### config.mk
export PLATFORM = sky130hd
export DESIGN_NAME = signed_int_to_decimal_ascii_top
export DESIGN_NICKNAME = d
export VERILOG_FILES = /design/src/hdl/sitda_pkg.sv /design/src/hdl/sitda_div10.sv /design/src/hdl/signed_int_to_decimal_ascii_top.sv
export SDC_FILE = /design/constraint.sdc
export NUM_CORES = 1
export LEC_CHECK = 0
export ABC_AREA = 1
export BUFFER_PORTS_ARGS = -buffer_cell sky130_fd_sc_hd__clkbuf_2
export CAP_MARGIN = 20
export CORE_ASPECT_RATIO = 1.5
export CORE_MARGIN = 5
export CORE_UTILIZATION = 63
export CTS_BUF_LIST = sky130_fd_sc_hd__clkbuf_4
export DETAILED_ROUTE_END_ITERATION = 8
export PLACE_DENSITY = 0.8
export RECOVER_POWER = 50
export SETUP_SLACK_MARGIN = 0.1
export SLEW_MARGIN = 20
export SYNTH_ARGS = -nofsm -noshare
export SYNTH_HDL_FRONTEND = slang
export SYNTH_SLANG_ARGS = --single-unit
### constraint.sdc
create_clock -name clk_i -period 10.7 [get_ports clk_i]
set_input_delay 0.535 -clock clk_i [delete_from_list [all_inputs] [get_ports clk_i]]
set_output_delay 0.535 -clock clk_i [all_outputs]
set_load 0.005 [all_outputs]
### src/hdl/sitda_pkg.sv
// Shared types and constants for the signed integer to decimal text converter.
package sitda_pkg;

  localparam int unsigned VALUE_W    = 32;
  localparam int unsigned CHAR_W     = 8;
  localparam int unsigned DIGIT_W    = 4;
  localparam int unsigned MAX_DIGITS = 10;
  localparam int unsigned DIG_IDX_W  = $clog2(MAX_DIGITS);
  localparam int unsigned CNT_W      = $clog2(MAX_DIGITS + 1);
  // floor(n / 10) == (n * RECIP_TEN) >> RECIP_SHIFT for every 32-bit n
  localparam logic [VALUE_W-1:0] RECIP_TEN = 32'hCCCC_CCCD;
  localparam int unsigned RECIP_SHIFT = 35;
  localparam int unsigned QUOT_W      = 2 * VALUE_W - RECIP_SHIFT;

  localparam logic [CHAR_W-1:0]  CHAR_MINUS = 8'd45;
  localparam logic [CHAR_W-1:0]  CHAR_ZERO  = 8'd48;
  localparam logic [DIGIT_W-1:0] RADIX      = 4'd10;

  typedef enum logic [1:0] {
    ST_IDLE,
    ST_LOAD,
    ST_DIGIT,
    ST_EMIT
  } state_e;

  // Request to the divide-by-ten unit
  typedef struct packed {
    logic step;  // advance one digit
    logic load;  // take a fresh operand instead of the held quotient
  } div_ctrl_t;

  // Result of the last step
  typedef struct packed {
    logic [QUOT_W-1:0]  quot;
    logic [DIGIT_W-1:0] rem;
  } div_res_t;

endpackage

### src/hdl/sitda_div10.sv
// Divide-by-ten unit: one quotient and remainder digit per step.
module sitda_div10 (
  input  logic                          clk_i,
  input  logic                          rst_ni,
  input  sitda_pkg::div_ctrl_t          ctrl_i,
  input  logic [sitda_pkg::VALUE_W-1:0] operand_i,
  output sitda_pkg::div_res_t           res_o
);
  import sitda_pkg::*;

  logic [QUOT_W-1:0]    quot_q, quot_d;
  logic [DIGIT_W-1:0]   lo_q, lo_d;
  logic [VALUE_W-1:0]   src;
  logic [2*VALUE_W-1:0] prod;
  logic [2*DIGIT_W-1:0] q_times_ten;

  assign src    = ctrl_i.load ? operand_i : VALUE_W'(quot_q);
  assign prod   = (2*VALUE_W)'(src) * (2*VALUE_W)'(RECIP_TEN);
  assign quot_d = prod[2*VALUE_W-1:RECIP_SHIFT];
  assign lo_d   = src[DIGIT_W-1:0];

  // remainder < 10, so the low nibble of n - 10q is enough
  assign q_times_ten = (2*DIGIT_W)'(quot_q[DIGIT_W-1:0]) * (2*DIGIT_W)'(RADIX);
  assign res_o.quot  = quot_q;
  assign res_o.rem   = lo_q - q_times_ten[DIGIT_W-1:0];

  always_ff @(posedge clk_i or negedge rst_ni) begin
    if (!rst_ni) begin
      quot_q <= '0;
      lo_q   <= '0;
    end else if (ctrl_i.step) begin
      quot_q <= quot_d;
      lo_q   <= lo_d;
    end
  end

endmodule

### src/hdl/signed_int_to_decimal_ascii_top.sv
// Top level: signed 32-bit integer in, decimal ASCII characters out.
//
// Converts one two's complement 32-bit value per request into its decimal
// text, most significant character first, with last_o set on the final
// character. Negative values lead with '-', zero gives "0", and the most
// negative value gives "-2147483648". Per request the value is taken and
// its magnitude formed, the divider is started, the divide-by-ten loop
// yields the decimal digits (1 to 10 of them), and then each character
// (the digits, plus one for a sign) goes through the output register,
// one character a cycle while the receiver does not stall. The pace is
// set by the single shared divide-by-ten unit (a reciprocal multiply, one
// digit a cycle) and the one-character output register. The input is
// stalled from acceptance until the last character has been loaded into
// the output register; that character may still be waiting downstream
// while the next request is taken.
module signed_int_to_decimal_ascii_top (
  input  logic                                 clk_i,
  input  logic                                 rst_ni,
  // request channel
  input  logic                                 in_valid_i,
  output logic                                 in_stall_o,
  input  logic signed [sitda_pkg::VALUE_W-1:0] value_i,
  // character channel
  output logic                                 out_valid_o,
  input  logic                                 out_stall_i,
  output logic        [sitda_pkg::CHAR_W-1:0]  character_o,
  output logic                                 last_o
);
  import sitda_pkg::*;

  state_e state_q, state_d;

  // captured request
  logic [VALUE_W-1:0] mag_q;
  logic [VALUE_W-1:0] raw;

  // digit store, least significant digit at index 0
  logic [DIGIT_W-1:0] digits_q [MAX_DIGITS];
  logic [CNT_W-1:0]   ndig_q;    // digits written so far
  logic [CNT_W-1:0]   pos_q;     // digits still to send
  logic               minus_pend_q;
  logic [DIG_IDX_W-1:0] rd_idx;

  // output register
  logic              out_valid_q;
  logic [CHAR_W-1:0] char_q;
  logic              last_q;

  // sequencer outputs
  logic      capture;
  logic      dig_we;
  logic      dig_last;
  logic      out_free;
  logic      out_load;
  div_ctrl_t div_ctrl;
  div_res_t  div_res;

  sitda_div10 u_div10 (
    .clk_i     (clk_i),
    .rst_ni    (rst_ni),
    .ctrl_i    (div_ctrl),
    .operand_i (mag_q),
    .res_o     (div_res)
  );

  assign raw      = $unsigned(value_i);
  assign out_free = !out_valid_q || !out_stall_i;
  assign rd_idx   = DIG_IDX_W'(pos_q - CNT_W'(1));

  // sequencer: next state and per-state strobes
  always_comb begin
    state_d  = state_q;
    capture  = 1'b0;
    dig_we   = 1'b0;
    dig_last = 1'b0;
    out_load = 1'b0;
    div_ctrl = '0;
    case (state_q)
      ST_IDLE: begin
        if (in_valid_i) begin
          capture = 1'b1;
          state_d = ST_LOAD;
        end
      end
      ST_LOAD: begin
        div_ctrl.step = 1'b1;
        div_ctrl.load = 1'b1;
        state_d       = ST_DIGIT;
      end
      ST_DIGIT: begin
        // a digit falls out of the divider every cycle here
        dig_we = 1'b1;
        if (div_res.quot == '0 || ndig_q == CNT_W'(MAX_DIGITS - 1)) begin
          dig_last = 1'b1;
          state_d  = ST_EMIT;
        end else begin
          div_ctrl.step = 1'b1;
        end
      end
      ST_EMIT: begin
        if (out_free) begin
          out_load = 1'b1;
          if (!minus_pend_q && pos_q == CNT_W'(1)) begin
            state_d = ST_IDLE;
          end
        end
      end
      default: begin
        state_d = ST_IDLE;
      end
    endcase
  end

  always_ff @(posedge clk_i or negedge rst_ni) begin
    if (!rst_ni) begin
      state_q <= ST_IDLE;
    end else begin
      state_q <= state_d;
    end
  end

  // request capture: magnitude in unsigned arithmetic covers -2^31 too
  always_ff @(posedge clk_i) begin
    if (capture) begin
      mag_q <= raw[VALUE_W-1] ? (VALUE_W'(0) - raw) : raw;
    end
  end

  always_ff @(posedge clk_i) begin
    if (dig_we) begin
      digits_q[ndig_q[DIG_IDX_W-1:0]] <= div_res.rem;
    end
  end

  // digit counters and sign flag
  always_ff @(posedge clk_i or negedge rst_ni) begin
    if (!rst_ni) begin
      ndig_q       <= '0;
      pos_q        <= '0;
      minus_pend_q <= 1'b0;
    end else begin
      if (capture) begin
        minus_pend_q <= raw[VALUE_W-1];
      end
      if (div_ctrl.load) begin
        ndig_q <= '0;
      end else if (dig_we) begin
        ndig_q <= ndig_q + CNT_W'(1);
      end
      if (dig_last) begin
        pos_q <= ndig_q + CNT_W'(1);
      end else if (out_load) begin
        if (minus_pend_q) begin
          minus_pend_q <= 1'b0;
        end else begin
          pos_q <= pos_q - CNT_W'(1);
        end
      end
    end
  end

  // output register: refilled as soon as the held character is taken
  always_ff @(posedge clk_i or negedge rst_ni) begin
    if (!rst_ni) begin
      out_valid_q <= 1'b0;
    end else if (out_load) begin
      out_valid_q <= 1'b1;
    end else if (!out_stall_i) begin
      out_valid_q <= 1'b0;
    end
  end

  always_ff @(posedge clk_i) begin
    if (out_load) begin
      if (minus_pend_q) begin
        char_q <= CHAR_MINUS;
        last_q <= 1'b0;
      end else begin
        char_q <= CHAR_ZERO + CHAR_W'(digits_q[rd_idx]);
        last_q <= (pos_q == CNT_W'(1));
      end
    end
  end

  assign in_stall_o  = (state_q != ST_IDLE);
  assign out_valid_o = out_valid_q;
  assign character_o = char_q;
  assign last_o      = last_q;

endmodule

# Word level (Yosys, flattened, before mapping)
# Memory sizes are Yosys's and may differ from the RTL's.
# Index checks and enable logic that the tools add are counted.
# Widths: inputs -> output; s select.
classes:
  n_addsub: 5
  eq_ne: 11
  multipliers: 2
  muxes: 30
  reduce_logical: 13
op_table:
  columns: ["operator", "n"]
  rows:
  - ["$mul 32x32->64 const B", 1]
  - ["$mux 32", 1]
  - ["$sub 1x32->32 const A", 1]
  - ["$mux 31", 1]
  - ["$logic_not 29->1", 1]
  - ["$mux 4", 5]
  - ["$mux 1", 17]
  - ["$mux 2", 4]
  - ["$ne 2x2->1 const B", 4]
  - ["$pmux 2 s4", 1]
  - ["$add 6x4->7 const A", 1]
  - ["$reduce_bool 2->1", 3]
  - ["$add 4x1->4 const B", 1]
  - ["$eq 2x2->1 const B", 2]
  - ["$eq 4x1->1 const B", 1]
  - ["$eq 4x4->1 const B", 1]
  - ["$mul 4x3->3 const B", 1]
  - ["$ne 2x1->1 const B", 2]
  - ["$reduce_and 4->1", 1]
  - ["$sub 4x1->4 const B", 1]
  - ["$sub 4x4->4", 1]
  - ["$logic_not 1->1", 3]
  - ["$eq 2x1->1 const B", 1]
  - ["$logic_not 2->1", 1]
  - ["4 further kinds", 5]
word_totals:
  memories: 1
  output_inout_bits: 11
  ramBits: 40
  inputBits: 36
  register_bits: 86
memory_table:
  columns: ["name", "depth", "width", "rd", "rd_ports_with_merged_regs", "write_ports", "line", "source"]
  rows:
  - ["digits_q", 10, 4, 1, 0, 1, "signed_int_to_decimal_ascii_top.sv:38", "logic [DIGIT_W-1:0] digits_q [MAX_DIGITS];"]

# Longest topological paths before layout
logic_depth:
  ltp_word: 6
  depth_mapped: 35
  mapped_depth_nobuf: 35

# Cells and area by module
# Synthesis repeated with hierarchy kept, for this count alone.
hier_totals:
  hier_cells: 2920
  hier_area_um2: 24727.5
by_module_without_submodules:
  columns: ["mod", "area_per_inst_um2", "instances", "cells_per_inst", "seq_area_each_um2"]
  rows:
  - ["sitda_div10", 19867.8, 1, 2388, 825.8]
  - ["signed_int_to_decimal_ascii_top", 4859.7, 1, 532, 2642.5]

# Least setup slack after synthesis
# Ideal clock, no wire load.
synth_timing:
  path_kind: "register to register"
  startpoint: "register state_q[1]"
  endpoint: "register u_div10.quot_q[23]"
  n_path_buf: 3
  period_less_slack_ps: 7153
  stages_incl_launch_ff: 36
  arrival_time_ps: 7035
  setup_slack_ps: 3547
  required_ps: 10582
  path_cell_list: "dfrtp_1 -> inv_1 -> ha_1 -> buf_2 -> clkbuf_1 -> clkbuf_1 -> nand2_1 -> nand2_1 -> ha_1 -> inv_1 -> fa_1 -> inv_1 -> fa_1 -> inv_1 -> fa_1 -> inv_1 -> fa_1 -> fa_1 -> fa_1 -> inv_1 -> fa_1 -> inv_1 -> ha_1 -> nand2_1 -> nor2_1 -> inv_1 -> nor2_1 -> inv_1 -> nor4_1 -> nand2_1 -> nor2_1 -> nand2_1 -> nand2_1 -> nand2_1 -> nand3_1 -> nand2_1"
synth_via:
  elab_chain_len: 4
  word_cells_on_any_way: 6
  classes_between: "1 x mul; 2 x eq/ne; 3 x mux"
synth_rtl:
  columns: ["element", "line", "source"]
  rows:
  - ["start, declared", "signed_int_to_decimal_ascii_top.sv:31", "state_e state_q, state_d;"]
  - ["start signal, assigned", "signed_int_to_decimal_ascii_top.sv:118", "state_q <= state_d;"]
  - ["$eq 2x1->1", "signed_int_to_decimal_ascii_top.sv:78", "case (state_q)"]
  - ["$mux 1", "signed_int_to_decimal_ascii_top.sv:78", null]
  - ["$mux 32", "sitda_div10.sv:17", "assign src = ctrl_i.load ? operand_i : VALUE_W'(quot_q);"]
  - ["$mul 32x32->64", "sitda_div10.sv:18", "assign prod = (2*VALUE_W)'(src) * (2*VALUE_W)'(RECIP_TEN);"]
  - ["end signal, assigned", "sitda_div10.sv:32", "quot_q <= quot_d;"]
  - ["end, declared", "sitda_div10.sv:11", "logic [QUOT_W-1:0] quot_q, quot_d;"]
# Several ways; a longest one is shown, not always the timed one.
# A chain may end at the register's enable or synchronous reset.

# Final worst setup path
layout_timing:
  startpoint: "register state_q[1]"
  endpoint: "register u_div10.quot_q[23]"
layout_via:
  elab_chain_len: 4
  word_cells_on_any_way: 6
  classes_between: "1 x mul; 2 x eq/ne; 3 x mux"
layout_rtl:
  columns: ["element", "line", "source"]
  rows:
  - ["$eq 2x1->1", "signed_int_to_decimal_ascii_top.sv:78", null]
  - ["$mux 1", "signed_int_to_decimal_ascii_top.sv:78", null]
  - ["$mux 32", "sitda_div10.sv:17", null]
  - ["net u_div10.src[3]", "sitda_div10.sv:13", "logic [VALUE_W-1:0] src;"]
  - ["$mul 32x32->64", "sitda_div10.sv:18", null]
# The timed path passes the listed nets, and every way through them passes these cells.

==> impl_results.md <==
- Initial core utilization: 0.635
- Syn avg cell area: 8.60 um^2
- Crit Path Class: register to register
- Mux cell area share after synthesis: 0.00164
- CP arrival: 9.33 ns
- Worst hold-check path type: input pin to register
- # nets final: 3665
- H-Tree Depth: 4
- Slew @ Worst Pin: between 2 and 3 ns
- Fmax achieved: around 110 MHz
- Die Ht: 251 um
- Endpoints failing hold: 0
- DRC: 0
- Vias: just under 20000
- Main synth FF type: edfxtp_1
- CTS Buf Count: 17
- Synth top area cells: fa_1 (32%), ha_1 (18%), inv_1 (12%), edfxtp_1 (9.6%), nand2_1 (6.5%)
- Async set-reset flop share out of synthesis: 0.366
- Final setup violation count: 0
- Synth warn: 0
- RSZ-0062 raised after global routing: false
- CP max stage delay: 0.64 ns
- Post-synthesis xor/xnor area fraction: 0.0309
- CP Max Fanout: 42
- Final period util: 0.830
- Setup_tns: 0 ns
- R2R setup slack: around 1.8 ns
- Area leader, netlist: fa_1
- Combinational family with the most area after synthesis: adder cells
- Worst EP required: 11.16 ns
- Synth Area in Compound Gates: 0.0654
- Gr ovfl total: 0
- Post-Syn Area: 24400 um^2
- Hold buffer count at cts: 0
- Die width: 171 um
- Die area: 42800 um^2
- Share of layout cells above drive strength 1: 0.0351
- CTS tree: done
- Max cap viols: 1
- Largest net degree at the start of global routing: 46
- Clock transition at path regs: 0.13 ns
- Synth top cells by count: inv_1 (755), nand2_1 (423), fa_1 (387)
- Fin. max-slew vios: 46
- Initial antenna violation count: 1
- CTS Sinks: between 100 and 150
- Iteration-0 DRC count of the detailed router: 1901
- Vias/cell: between 5 and 6
- Syn-to-layout area delta: 4.79%
- Distinct cells, synth: 50
- Non-filler cells, final: 3398
- Hold Path End: mag_q[0]
- Post-DP HPWL: 73500 um
- Critical Path Start Type: register
- IO Port Bufs: 43
- Hold Path Origin: value_i[0]
- Most frequent cell after synthesis: inv_1
- Synth Area in Simple Gates: 0.138
- Critical-path top delay cell: ha_1
- Outcome: finished with violations
- Cells after synthesis: 2837
- Final WL: around 83000 um
- Seq cells post-synth: around 120
- First-pass GRT wire length: 125000 um
- Dpl cells: 3365
- DR WL/cell: 24.5 um
- Clock Latency Late Sink: 0.56 ns
- Worst setup path start: state_q[1]
- # IOs: 47
- DR pass1 iterations: 8
- Clock tree buffer depth: 2
- Global Route Usage Sum: 0.398
- Vias in the first global route: ~21000
- Share of the synthesized area in the top cell type: 0.318
- Skew final: 0.0288 ns
- Adder-cell share of the synthesized area: 0.499
- Sequential fraction of the synthesis area: 0.142
- Post_cts resized: 0
- Final Wtd Congestion: 1.13
- Rows: 88
- CTS root buf: clkbuf_4
- Worst rel slew slack: -0.822
- Number of enable flip-flop cells after synthesis: 78
- Placeable Area: 38400 um^2
- Minimum clock period: 8.88 ns
- Cell depth of the worst hold path: 1
- Reg2Reg Depth: 34
- Failing checks: capacitance limit, slew limit
- CP Capture Type: register
- # Post-CTS Setup Buffers: 0
- # fillers: 3178
- Worst flop-to-flop path startpoint: state_q[1]
- DRT antenna net count: 0
- R2R Path End: u_div10.quot_q[23]
-- kinds of logic after synthesis --
family / after synthesis
AND/OR/NAND/NOR: 813
buffers and inverters: 791
adder cells (fa/ha/maj): 740
AO/OA/AOI/OAI: 278
flip-flops: 123
XOR/XNOR: 86
multiplexers: 4
other: 2
-- critical path, delay by kind of cell (launching register included) --
kind | cells | cell delay, ns
xor gates and xnor gates | 1 | 0.16
DFF | 1 | 0.43
adders and majority gates | 9 | 4.24
buffers and inverters | 9 | 1.56
and+or+nand+nor | 13 | 1.90
AOI/OAI and AO/OA | 2 | 0.45
-- flip-flops by register name (all words and copies together), names as in the netlist --
name and cells:
u_div10.lo_q 4, pos_q 4, state_q 2, out_valid_o 1, last_o 1, mag_q 32, ndig_q 4, character_o 5
u_div10.quot_q 29, digits_q 40, minus_pend_q 1
-- per-layer routing --
layer,GRT usage,wire (um),up-vias,part of all wire
met5,0,0,-,0
met1,0.435,28000,9474,0.34
met4,0.344,9890,0,0.12
met3,0.0524,4910,391,0.059
met2,0.674,40500,1041,0.49
li1,-,-,8809,-
-- cell usage in the layout (no fill, tap or decap), drive strengths merged, types with 5 or more instances in the layout --
cell,synthesis,layout
a21boi,8,8
a21o,12,12
a21oi,85,85
a31oi,6,6
buf,13,15
clkbuf,14,61
dfrtp,45,45
edfxtp,78,78
fa,387,387
ha,353,353
inv,762,770
nand2,425,425
nand3,96,96
nand3b,14,14
nand4,5,5
nor2,230,230
nor3,26,26
nor4,9,9
o21a,14,14
o21ai,114,114
o21bai,16,16
o22ai,5,5
or2,8,8
xnor2,25,25
xor2,61,61
-- final cells by class --
class | instances | area, um^2 | area share
Antenna cell | 1 | 2.50 | 0.0000979
Clock inverter | 15 | 203 | 0.00793
Multi-Input combinational cell | 1924 | 17900 | 0.701
Sequential cell | 123 | 3470 | 0.136
Inverter | 764 | 2870 | 0.112
Tap cell | 495 | 619 | 0.0242
Clock buffer | 17 | 128 | 0.00499
Timing Repair Buffer | 59 | 343 | 0.0134
-- how the worst max path moves through the flow --
stage	endpoint
global placement	u_div10.quot_q[23]
global route	u_div10.quot_q[23]
floorplan	u_div10.quot_q[23]
detailed placement	u_div10.quot_q[23]
finish	u_div10.quot_q[23]
CTS	u_div10.quot_q[23]
-- through the flow --
| stage | instance area (um^2) | worst slack, ns | util | hold slack (ns) |
|---|---|---|---|---|
| detailed placement | 25300 | 2.00 | 0.657 | 0.478 |
| finish | 25600 | 1.82 | 0.665 | 0.227 |
| floorplan | 24400 | 3.55 | - | 0.239 |
| global route | 25600 | 1.50 | 0.665 | 0.202 |
| global placement | 25200 | 1.75 | 0.656 | 0.466 |
| CTS | 25600 | 1.93 | 0.666 | 0.0633 |
Power is not shown: default switching activity piles up to over one toggle a cycle in this logic, so the estimate is an artifact.
